===== src/sv/acwba_pkg.sv =====
// ----------------------------------------------------------------------------
// acwba_pkg
// shared types and codes for the alarm clock with button adjust
// ----------------------------------------------------------------------------
package acwba_pkg;

  localparam int CFG_IDX_W  = 1;
  localparam int CFG_DATA_W = 6;

  localparam logic [CFG_IDX_W-1:0] CFG_SNOOZE = 1'd0;
  localparam logic [CFG_IDX_W-1:0] CFG_STEP   = 1'd1;

  localparam logic KIND_TICK   = 1'b0;
  localparam logic KIND_BUTTON = 1'b1;

  localparam logic [1:0] BTN_MODE   = 2'd0;
  localparam logic [1:0] BTN_ALARM  = 2'd1;
  localparam logic [1:0] BTN_INCR   = 2'd2;
  localparam logic [1:0] BTN_SNOOZE = 2'd3;

  localparam logic [5:0] SEC_LAST  = 6'd59;
  localparam logic [5:0] MIN_LAST  = 6'd59;
  localparam logic [4:0] HOUR_LAST = 5'd23;
  localparam logic [2:0] WDAY_LAST = 3'd6;
  localparam logic [6:0] MIN_WRAP  = 7'd60;
  localparam logic [6:0] MIN_WRAP2 = 7'd120;
  localparam logic [4:0] HOUR_WRAP = 5'd24;
  localparam logic [4:0] HALF_DAY  = 5'd12;

  typedef enum logic [2:0] {
    PH_NONE     = 3'd0,
    PH_TIME_MIN = 3'd1,
    PH_TIME_HR  = 3'd2,
    PH_ALM_MIN  = 3'd3,
    PH_ALM_HR   = 3'd4
  } phase_t;

  typedef struct packed {
    logic       kind;
    logic [1:0] button;
    logic       held;
  } in_item_t;

  typedef struct packed {
    logic [4:0] hours_now;
    logic [5:0] minutes_now;
    logic [5:0] seconds_now;
    logic [2:0] weekday_now;
    logic [4:0] alarm_hour_out;
    logic [5:0] alarm_minute_out;
    logic       alarm_enabled;
    logic       ringing;
    logic [4:0] shown_hour;
    logic       twelve_hour_out;
    logic       fahrenheit_out;
    logic [2:0] adjust_phase_out;
  } out_item_t;

  typedef struct packed {
    logic [5:0] snooze_minutes;
    logic [4:0] alarm_minute_step;
  } cfg_t;

endpackage


===== src/sv/acwba_core.sv =====
// ----------------------------------------------------------------------------
// acwba_core
// clock and alarm state with the per-beat update and the result it produces
// ----------------------------------------------------------------------------
module acwba_core (
  input  logic                 clk,
  input  logic                 rst_n,
  input  logic                 fire,
  input  acwba_pkg::in_item_t  item,
  input  acwba_pkg::cfg_t      cfg,
  output acwba_pkg::out_item_t res
);
  import acwba_pkg::*;

  logic [5:0] sec_r, sec_nxt;
  logic [5:0] min_r, min_nxt;
  logic [4:0] hour_r, hour_nxt;
  logic [2:0] wday_r, wday_nxt;
  logic [4:0] ahour_r, ahour_nxt;
  logic [5:0] amin_r, amin_nxt;
  logic       alarm_on_r, alarm_on_nxt;
  logic       beep_r, beep_nxt;
  logic       twelve_r, twelve_nxt;
  logic       fahr_r, fahr_nxt;
  phase_t     phase_r, phase_nxt;

  logic [6:0] step_sum;
  logic [6:0] snz_total;
  logic [5:0] snz_min;
  logic [1:0] snz_carry;
  logic [4:0] snz_hour;

  always_ff @(posedge clk) begin
    if (!rst_n) begin
      sec_r      <= 6'd0;
      min_r      <= 6'd45;
      hour_r     <= 5'd23;
      wday_r     <= 3'd0;
      ahour_r    <= 5'd0;
      amin_r     <= 6'd30;
      alarm_on_r <= 1'b0;
      beep_r     <= 1'b0;
      twelve_r   <= 1'b1;
      fahr_r     <= 1'b0;
      phase_r    <= PH_NONE;
    end else begin
      sec_r      <= sec_nxt;
      min_r      <= min_nxt;
      hour_r     <= hour_nxt;
      wday_r     <= wday_nxt;
      ahour_r    <= ahour_nxt;
      amin_r     <= amin_nxt;
      alarm_on_r <= alarm_on_nxt;
      beep_r     <= beep_nxt;
      twelve_r   <= twelve_nxt;
      fahr_r     <= fahr_nxt;
      phase_r    <= phase_nxt;
    end
  end

  // alarm minute step and snooze sums
  always_comb begin
    step_sum = {1'b0, amin_r} + {2'b00, cfg.alarm_minute_step};
    if (step_sum >= MIN_WRAP) begin
      step_sum = step_sum - MIN_WRAP;
    end
    snz_total = {1'b0, min_r} + {1'b0, cfg.snooze_minutes};
    priority if (snz_total >= MIN_WRAP2) begin
      snz_min   = 6'(snz_total - MIN_WRAP2);
      snz_carry = 2'd2;
    end else if (snz_total >= MIN_WRAP) begin
      snz_min   = 6'(snz_total - MIN_WRAP);
      snz_carry = 2'd1;
    end else begin
      snz_min   = snz_total[5:0];
      snz_carry = 2'd0;
    end
    snz_hour = hour_r + {3'b000, snz_carry};
    if (snz_hour >= HOUR_WRAP) begin
      snz_hour = snz_hour - HOUR_WRAP;
    end
  end

  always_comb begin
    sec_nxt      = sec_r;
    min_nxt      = min_r;
    hour_nxt     = hour_r;
    wday_nxt     = wday_r;
    ahour_nxt    = ahour_r;
    amin_nxt     = amin_r;
    alarm_on_nxt = alarm_on_r;
    beep_nxt     = beep_r;
    twelve_nxt   = twelve_r;
    fahr_nxt     = fahr_r;
    phase_nxt    = phase_r;
    if (fire) begin
      if (item.kind == KIND_TICK) begin
        beep_nxt = ~beep_r;
        if (sec_r >= SEC_LAST) begin
          sec_nxt = 6'd0;
          if (min_r >= MIN_LAST) begin
            min_nxt = 6'd0;
            if (hour_r >= HOUR_LAST) begin
              hour_nxt = 5'd0;
              wday_nxt = (wday_r >= WDAY_LAST) ? 3'd0 : wday_r + 3'd1;
            end else begin
              hour_nxt = hour_r + 5'd1;
            end
          end else begin
            min_nxt = min_r + 6'd1;
          end
        end else begin
          sec_nxt = sec_r + 6'd1;
        end
      end else begin
        unique case (item.button)
          BTN_MODE, BTN_ALARM: begin
            priority if (item.held) begin
              phase_nxt = (item.button == BTN_MODE) ? PH_TIME_MIN : PH_ALM_MIN;
            end else if (phase_r == PH_TIME_MIN) begin
              phase_nxt = PH_TIME_HR;
            end else if (phase_r == PH_ALM_MIN) begin
              phase_nxt = PH_ALM_HR;
            end else if (phase_r != PH_NONE) begin
              phase_nxt = PH_NONE;
            end else if (item.button == BTN_MODE) begin
              twelve_nxt = ~twelve_r;
            end else begin
              alarm_on_nxt = ~alarm_on_r;
            end
          end
          BTN_INCR: begin
            unique case (phase_r)
              PH_NONE:     fahr_nxt = ~fahr_r;
              PH_TIME_MIN: min_nxt = (min_r >= MIN_LAST) ? 6'd0 : min_r + 6'd1;
              PH_TIME_HR:  hour_nxt = (hour_r >= HOUR_LAST) ? 5'd0 : hour_r + 5'd1;
              PH_ALM_MIN:  amin_nxt = step_sum[5:0];
              PH_ALM_HR:   ahour_nxt = (ahour_r >= HOUR_LAST) ? 5'd0 : ahour_r + 5'd1;
              default:     fahr_nxt = fahr_r;
            endcase
          end
          BTN_SNOOZE: begin
            if (alarm_on_r) begin
              amin_nxt  = snz_min;
              ahour_nxt = snz_hour;
            end
          end
          default: phase_nxt = phase_r;
        endcase
      end
    end
  end

  always_comb begin
    res.hours_now        = hour_nxt;
    res.minutes_now      = min_nxt;
    res.seconds_now      = sec_nxt;
    res.weekday_now      = wday_nxt;
    res.alarm_hour_out   = ahour_nxt;
    res.alarm_minute_out = amin_nxt;
    res.alarm_enabled    = alarm_on_nxt;
    res.ringing          = alarm_on_nxt & beep_nxt & (hour_nxt == ahour_nxt) &
                           (min_nxt == amin_nxt);
    res.shown_hour       = (twelve_nxt && hour_nxt >= HALF_DAY) ? hour_nxt - HALF_DAY
                                                                : hour_nxt;
    res.twelve_hour_out  = twelve_nxt;
    res.fahrenheit_out   = fahr_nxt;
    res.adjust_phase_out = phase_nxt;
  end

  a_time_range: assert property (@(posedge clk) disable iff (!rst_n)
    sec_r <= SEC_LAST && min_r <= MIN_LAST && hour_r <= HOUR_LAST && wday_r <= WDAY_LAST)
    else $error("clock count out of range");

  a_alarm_range: assert property (@(posedge clk) disable iff (!rst_n)
    amin_r <= MIN_LAST && ahour_r <= HOUR_LAST)
    else $error("alarm setting out of range");

  a_tick_beep: assert property (@(posedge clk) disable iff (!rst_n)
    fire && item.kind == KIND_TICK |=> beep_r != $past(beep_r))
    else $error("beep phase did not toggle on tick");

  a_button_keeps_sec: assert property (@(posedge clk) disable iff (!rst_n)
    fire && item.kind == KIND_BUTTON |=> $stable(sec_r) && $stable(beep_r))
    else $error("button beat changed seconds or beep phase");

endmodule


===== src/sv/alarm_clock_with_button_adjust.sv =====
// ----------------------------------------------------------------------------
// alarm_clock_with_button_adjust
// alarm clock with time and alarm adjust, display modes and snooze
// ----------------------------------------------------------------------------
// Takes one beat per clock, either a one-second tick or a button press, and
// returns one result beat per input beat with the full clock status after
// that beat. Each beat passes an input register, then update logic against
// the clock state into the output register, and a new beat can be taken
// every cycle while the output is not stalled. Configuration writes are
// always ready and take effect on the next beat.
module alarm_clock_with_button_adjust (
  input  logic                               clk,
  input  logic                               rst_n,
  input  logic                               in_valid,
  output logic                               in_stall,
  input  acwba_pkg::in_item_t                in_data,
  output logic                               out_valid,
  input  logic                               out_stall,
  output acwba_pkg::out_item_t               out_data,
  input  logic                               cfg_valid,
  output logic                               cfg_ready,
  input  logic [acwba_pkg::CFG_IDX_W-1:0]    cfg_index,
  input  logic [acwba_pkg::CFG_DATA_W-1:0]   cfg_data
);
  import acwba_pkg::*;

  logic      in_vld_r;
  in_item_t  in_r;
  logic      out_vld_r;
  out_item_t out_r;
  cfg_t      cfg_r;
  out_item_t res;
  logic      adv;

  assign adv       = in_vld_r & (~out_vld_r | ~out_stall);
  assign in_stall  = in_vld_r & ~adv;
  assign out_valid = out_vld_r;
  assign out_data  = out_r;
  assign cfg_ready = 1'b1;

  always_ff @(posedge clk) begin
    if (!rst_n) begin
      cfg_r.snooze_minutes    <= 6'd5;
      cfg_r.alarm_minute_step <= 5'd5;
    end else if (cfg_valid && cfg_ready) begin
      unique case (cfg_index)
        CFG_SNOOZE: cfg_r.snooze_minutes    <= cfg_data[5:0];
        CFG_STEP:   cfg_r.alarm_minute_step <= cfg_data[4:0];
        default:    cfg_r <= cfg_r;
      endcase
    end
  end

  always_ff @(posedge clk) begin
    if (!rst_n) begin
      in_vld_r <= 1'b0;
    end else if (in_valid && !in_stall) begin
      in_vld_r <= 1'b1;
    end else if (adv) begin
      in_vld_r <= 1'b0;
    end
  end

  always_ff @(posedge clk) begin
    if (in_valid && !in_stall) begin
      in_r <= in_data;
    end
  end

  always_ff @(posedge clk) begin
    if (!rst_n) begin
      out_vld_r <= 1'b0;
    end else if (adv) begin
      out_vld_r <= 1'b1;
    end else if (!out_stall) begin
      out_vld_r <= 1'b0;
    end
  end

  always_ff @(posedge clk) begin
    if (adv) begin
      out_r <= res;
    end
  end

  acwba_core u_core (
    .clk   (clk),
    .rst_n (rst_n),
    .fire  (adv),
    .item  (in_r),
    .cfg   (cfg_r),
    .res   (res)
  );

  a_move_to_out: assert property (@(posedge clk) disable iff (!rst_n)
    in_vld_r && !in_stall |=> out_vld_r)
    else $error("held beat did not reach output register");

endmodule

===== config.mk =====
export PLATFORM = sky130hd
export DESIGN_NAME = alarm_clock_with_button_adjust
export DESIGN_NICKNAME = d
export VERILOG_FILES = /design/src/sv/acwba_pkg.sv /design/src/sv/acwba_core.sv /design/src/sv/alarm_clock_with_button_adjust.sv
export SDC_FILE = /design/constraint.sdc
export NUM_CORES = 1
export LEC_CHECK = 0
export BUFFER_PORTS_ARGS = -buffer_cell sky130_fd_sc_hd__buf_2
export CAP_MARGIN = 20
export CORE_UTILIZATION = 30
export CTS_BUF_LIST = sky130_fd_sc_hd__clkbuf_4 sky130_fd_sc_hd__clkbuf_8
export CTS_CLUSTER_DIAMETER = 50
export CTS_CLUSTER_SIZE = 20
export DETAILED_ROUTE_END_ITERATION = 7
export GPL_TIMING_DRIVEN = 1
export PLACE_DENSITY = 0.54
export SLEW_MARGIN = 20
export SYNTH_ARGS = -nofsm -noshare
export SYNTH_HDL_FRONTEND = slang
export SYNTH_SLANG_ARGS = --single-unit

===== constraint.sdc =====
create_clock -name clk -period 5.9 [get_ports clk]
set_input_delay 1.77 -clock clk [delete_from_list [all_inputs] [get_ports clk]]
set_output_delay 1.77 -clock clk [all_outputs]
set_load 0.01 [all_outputs]

Word-level counts from Yosys, hierarchy flattened:

Cells that the tools add are included.

* $add $sub $neg: 13
* $mul: 0
* div/mod/pow operators: 0
* magnitude comparators: 10
* equal/unequal tests: 10
* shift-type cells: 0
* multiplexer cells: 74
* bitwise logic cells: 14
* reductions and logical operators: 10

Operator list (count)
* 6-bit two-way mux: 16
* 5-bit two-way mux: 14
* 3-bit two-way mux: 13
* 1-bit two-way mux: 27
* 6-bit subtractor (second input constant): 3
* 5-bit greater-or-equal comparator (second input constant): 3
* 7-bit by 6-bit greater-or-equal comparator with 1-bit output (second input constant): 2
* 6-bit by 1-bit adder with 6-bit output (second input constant): 2
* 6-bit greater-or-equal comparator (second input constant): 2
* 6-bit one-hot mux with 2 select lines: 1
* 5-bit by 1-bit adder with 5-bit output (second input constant): 2
* 5-bit one-hot mux with 2 select lines: 1
* 1-bit NOT: 8
* 6-bit by 5-bit adder with 7-bit output: 1
* 6-bit by 6-bit adder with 7-bit output: 1
* 7-bit greater-or-equal comparator (second input constant): 1
* 3-bit by 2-bit == test with 1-bit output (second input constant): 2
* 6-bit == test: 1
* 5-bit by 2-bit adder with 5-bit output: 1
* 1-bit AND: 5
* 5-bit == test: 1
* 5-bit by 4-bit greater-or-equal comparator with 1-bit output (second input constant): 1
* 5-bit by 4-bit subtractor with 5-bit output (second input constant): 1
* 5-bit subtractor (second input constant): 1
* 17 further kinds: 21

* register bits: 98
* bits in latches: 0
* RAM bits: 0
* bits in read-only memories: 0
* input port bits: 16
* output and inout bits: 46
* word-level logic and storage cells: 161
* memories kept: 0

Logic depth before layout (Yosys ltp):

* depth in word-level cells: 14
* gate-level depth with buffers: 21
* mapped depth without buffers: 21

Hierarchy:

From an unflattened synthesis, not the netlist that was laid out.

* cells, all modules: 563
* area total of the unflattened synthesis: 5547.8 µm²

By module, submodules not included
* acwba_core: instances 1, cells each 459, area an instance 3597.2 µm², seq. area each 760.7 µm²
* alarm_clock_with_button_adjust: instances 1, cells each 104, area an instance 1950.6 µm², seq. area each 1671.6 µm²

Worst setup path after synthesis:

OpenSTA, ideal clock, no wires.

* path type: reg-to-reg
* from: reg u_core.min_r[0]
* to: reg out_r (netlist bit out_data[10]), data pin
* library setup time: 0.176 ns
* data arrival time: 4.559 ns
* required time: 5.724 ns
* slack: 1.165 ns
* stages on the path, launching flop included: 21
* buffers on the path: 0
* clock period less this slack: 4.735 ns
* cells stage by stage: dfxtp_1 -> ha_1 -> fa_1 -> a211oi_1 -> or3b_2 -> nand2_1 -> inv_1 -> ha_1 -> a32o_1 -> a21oi_1 -> nor2_1 -> ha_1 -> fa_1 -> nand4_1 -> o31a_1 -> o211ai_1 -> a222oi_1 -> xor2_1 -> nand4_1 -> or4_1 -> nor4_1

RTL lines
* from (decl): line acwba_core.sv:16 `logic [5:0] min_r, min_nxt;`
* from (signal assigned): line acwba_core.sv:48 `min_r <= min_nxt;`
* to (signal assigned): line alarm_clock_with_button_adjust.sv:82 `out_r <= res;`
* to (decl): line alarm_clock_with_button_adjust.sv:30 `out_item_t out_r;`

==> summary.txt <==
Floorplanning
  – Die Ht: around 130 um
  – Die width: between 100 and 150 um
  – CORE AREA: 17200 um^2
  – Initial Util: between 30% and 40%
  – Row count: 48
  – Die area: 18000 um^2
  – I/O pins: a little over 60

Synth
  – Synth area leader: edfxtp_1
  – Unique cell type count in the Yosys netlist: 68
  – Top post-synthesis cells by count: nand2_1, dfxtp_1, edfxtp_1
  – Post-synthesis net count: approximately 600
  – Prevailing post-synth register cell: dfxtp_1
  – YS warnings: 0
  – Synth area leaders: edfxtp_1, dfxtp_1, ha_1
  – Mean Syn Cell Area: 9.38 um^2
  – Synthesized instance count: 560
  – Sequential share of the synthesized area: 45.2%
  – Post-synth EDFFs: 45
  – Post-Synthesis Cell Area: between 5000 and 6000 um^2
  – Most common cell in the netlist: nand2_1
  – Fraction of registers with async set/reset: 0%
  – Top cell type's share of synthesized area: between 20% and 30%
  – Synth Register Bits: 96

Timing
  – Setup Skew: roughly 0.012 ns
  – TNS Setup: 0 ns
  – Count of pins over their slew limit: 0
  – Final Hold Fails: 0
  – Slew headroom: 44.9%
  – Min Hold Slack: 0.478 ns
  – Tmin final: between 5 and 6 ns
  – Fmax: approximately 190 MHz
  – Setup-violating endpoint count in the final report: 0
  – RSZ-0062 raised after global routing: no
  – Tcrit/Tclk final: ~91%
  – Actual slew at the worst max-slew pin: ~0.83 ns

Power and ir drop
  – Leak Pwr: ~2.2 nW
  – PD cells: around 220 nW/um^2
  – Max VDD drop: a little over 0.09 mV

Setup path
  – Setup crit end kind: flip-flop
  – WP data arrival: 5.55 ns
  – Worst-path cell chain: ha_1 -> fa_1 -> a211oi_1 -> or3b_2 -> nand2_1 -> inv_1 -> ha_1 -> a32o_1 -> a21oi_1 -> nor2_1 -> ha_1 -> fa_1 -> nand4_1 -> o31a_1 -> o211ai_1 -> a222oi_1 -> xor2_1 -> nand4_1 -> or4_1 -> nor4_1
  – Reg2Reg Setup Slack: 0.52 ns
  – Reg2Reg Depth: 20
  – Reg-to-Reg Start: u_core.min_r[0]
  – CP max stage cell: or3b_2
  – Worst path top cell family by delay: simple AND/OR/NAND/NOR gates
  – Most frequent CP cell: ha_1
  – CP peak stage delay: 0.53 ns
  – Startpoint Class: flip-flop
  – CP max FO: 5
  – Worst endpoint required time: a little over 6 ns
  – Crit path kind: flip-flop to flip-flop
  – Buf/Inv on CP: 1
  – Worst R2R End: out_data[10]
  – Crit. Startpoint: u_core.min_r[0]

Placed design
  – Cell count after placement: between 800 and 900
  – DP HPWL: roughly 10 mm
  – Input/output buffers: 60
  – GPL Wtd Cong: about 0.85

GRT
  – First-pass GRT wire length: about 21 mm
  – GR Util All Layers: between 15 and 20%
  – Grt ovf: 0
  – Vias in the first global route: between 3000 and 4000
  – Initial antenna violation count: 0
  – Largest net degree at the start of global routing: 33

Clock tree
  – H-tree depth: 3
  – Root buf cell: clkbuf_8
  – Worst skew pair latency: ~0.38 ns
  – Worst-path clk slew: about 0.1 ns
  – Post-CTS sizing: 0
  – CTS tree: built
  – Clk buf depth: 2
  – # hold bufs at CTS: 0
  – Clk sinks: 96
  – CTS buffer count: 9
  – Post-CTS Setup Repair Bufs: 0

Drt
  – Routed WL per cell: 15.8 um
  – Post-route ant nets: 0
  – Post-route DRC violation count: 0
  – Initial DRT Pass Iterations: 5
  – Vias per inst: roughly 5.1
  – Total length of routed wires: around 13 mm
  – Via count: approximately 4300
  – Initial drt markers: between 300 and 400

Layout
  – # diodes: 0
  – Number of fill cells: 1797
  – Area Growth Syn to Fin: 13.0%
  – Non-Filler Instances: 841
  – Share of layout cells above drive strength 1: between 10% and 20%
  – # nets final: 653

Worst hold path
  – Origin of the worst min-delay path: cfg_r[9]
  – Hold Crit Class: flip-flop to flip-flop
  – Hold Path Depth: 2
  – Endpoint, Worst Hold: cfg_r[9]

Flow run
  – Maximum Capacitance Violations: 0

Outcome
  – Status: finished, final reports clean
## metal layers
layer / part of all wire [%] / track usage (%)
met2: 49 / 25.3
met5: 0 / 0
met4: 2.0 / 6.49
met3: 3.3 / 2.08
met1: 46 / 19.4
## worst max-delay path by stage
stage | to | slack [ns] | cells after the start
finish | out_data[10] | 0.52 | 20
global route | out_data[10] | 0.12 | 20
CTS | out_data[10] | 0.57 | 20
detailed placement | out_data[10] | 0.58 | 20
global placement | out_data[10] | 0.88 | 20
floorplan | out_data[10] | 1.17 | 20
## metrics by stage
step / area, um^2 / power (mW) / utilization [%] / setup slack (ns)
after floorplan: 5250 / 0.839 / - / 1.17
after global placement: 5750 / 0.881 / 33.4 / 0.882
after detailed placement: 5750 / 0.883 / 33.4 / 0.578
after CTS: 5930 / 1.31 / 34.5 / 0.566
after global routing: 5930 / 1.36 / 34.5 / 0.124
final: 5930 / 1.30 / 34.5 / 0.521
## flip-flops by register name, indices dropped and copies added (netlist names)
signal	count
cfg_r	11
in_r	4
in_vld_r	1
out_data	41
out_valid	1
u_core.ahour_r	5
u_core.alarm_on_r	1
u_core.amin_r	6
u_core.beep_r	1
u_core.fahr_r	1
u_core.hour_r	5
u_core.min_r	6
u_core.phase_r	3
u_core.sec_r	6
u_core.twelve_r	1
u_core.wday_r	3
## final cells by class
| type | count | area [um^2] | share of cell area, % |
|---|---|---|---|
| Timing Repair Buffer | 63 | 323 | 5.44 |
| Inverter | 29 | 110 | 1.86 |
| Multi-Input combinational cell | 412 | 2660 | 44.8 |
| Sequential cell | 96 | 2370 | 40.0 |
| Clock buffer | 9 | 124 | 2.09 |
| Tap cell | 225 | 282 | 4.75 |
| Clock inverter | 7 | 61.3 | 1.03 |
## where the power goes
part	switching (mW)	internal, mW	total [mW]
registers	0.0122	0.713	0.725
logic	0.0890	0.0547	0.144
clock network	0.238	0.193	0.431
## cells by family (layout without fill, tap and decap cells)
logic type,after synthesis,after routing,share of synthesized area [%]
AOI/OAI and AO/OA,138,138,17.2
xor gates and xnor gates,24,24,4.00
adders and majority gates,27,27,6.82
buffers and inverters,52,108,4.17
DFF,96,96,45.2
muxes,11,11,2.17
other,1,1,0.0714
and+or+nand+nor,211,211,20.4
## cells in the final DEF (no fill, tap or decap), types with 23 or more instances in the layout
cell | netlist | layout
a21oi_1 | 32 | 32
buf_2 | 6 | 60
dfxtp_1 | 51 | 51
edfxtp_1 | 45 | 45
ha_1 | 23 | 23
inv_1 | 28 | 28
nand2_1 | 61 | 61
nand3_1 | 28 | 28
nor2_1 | 43 | 43
o21ai_0 | 33 | 33
## worst reg2reg max path, delay by kind of cell (launching register included)
kind	cells	cell delay [ns]
buf+inv	1	0.07
simple gates	7	1.82
xor+xnor	1	0.21
fa+ha+maj	5	1.38
flops	1	0.42
compound gates	6	1.30
(Power assumes the default switching activity.)
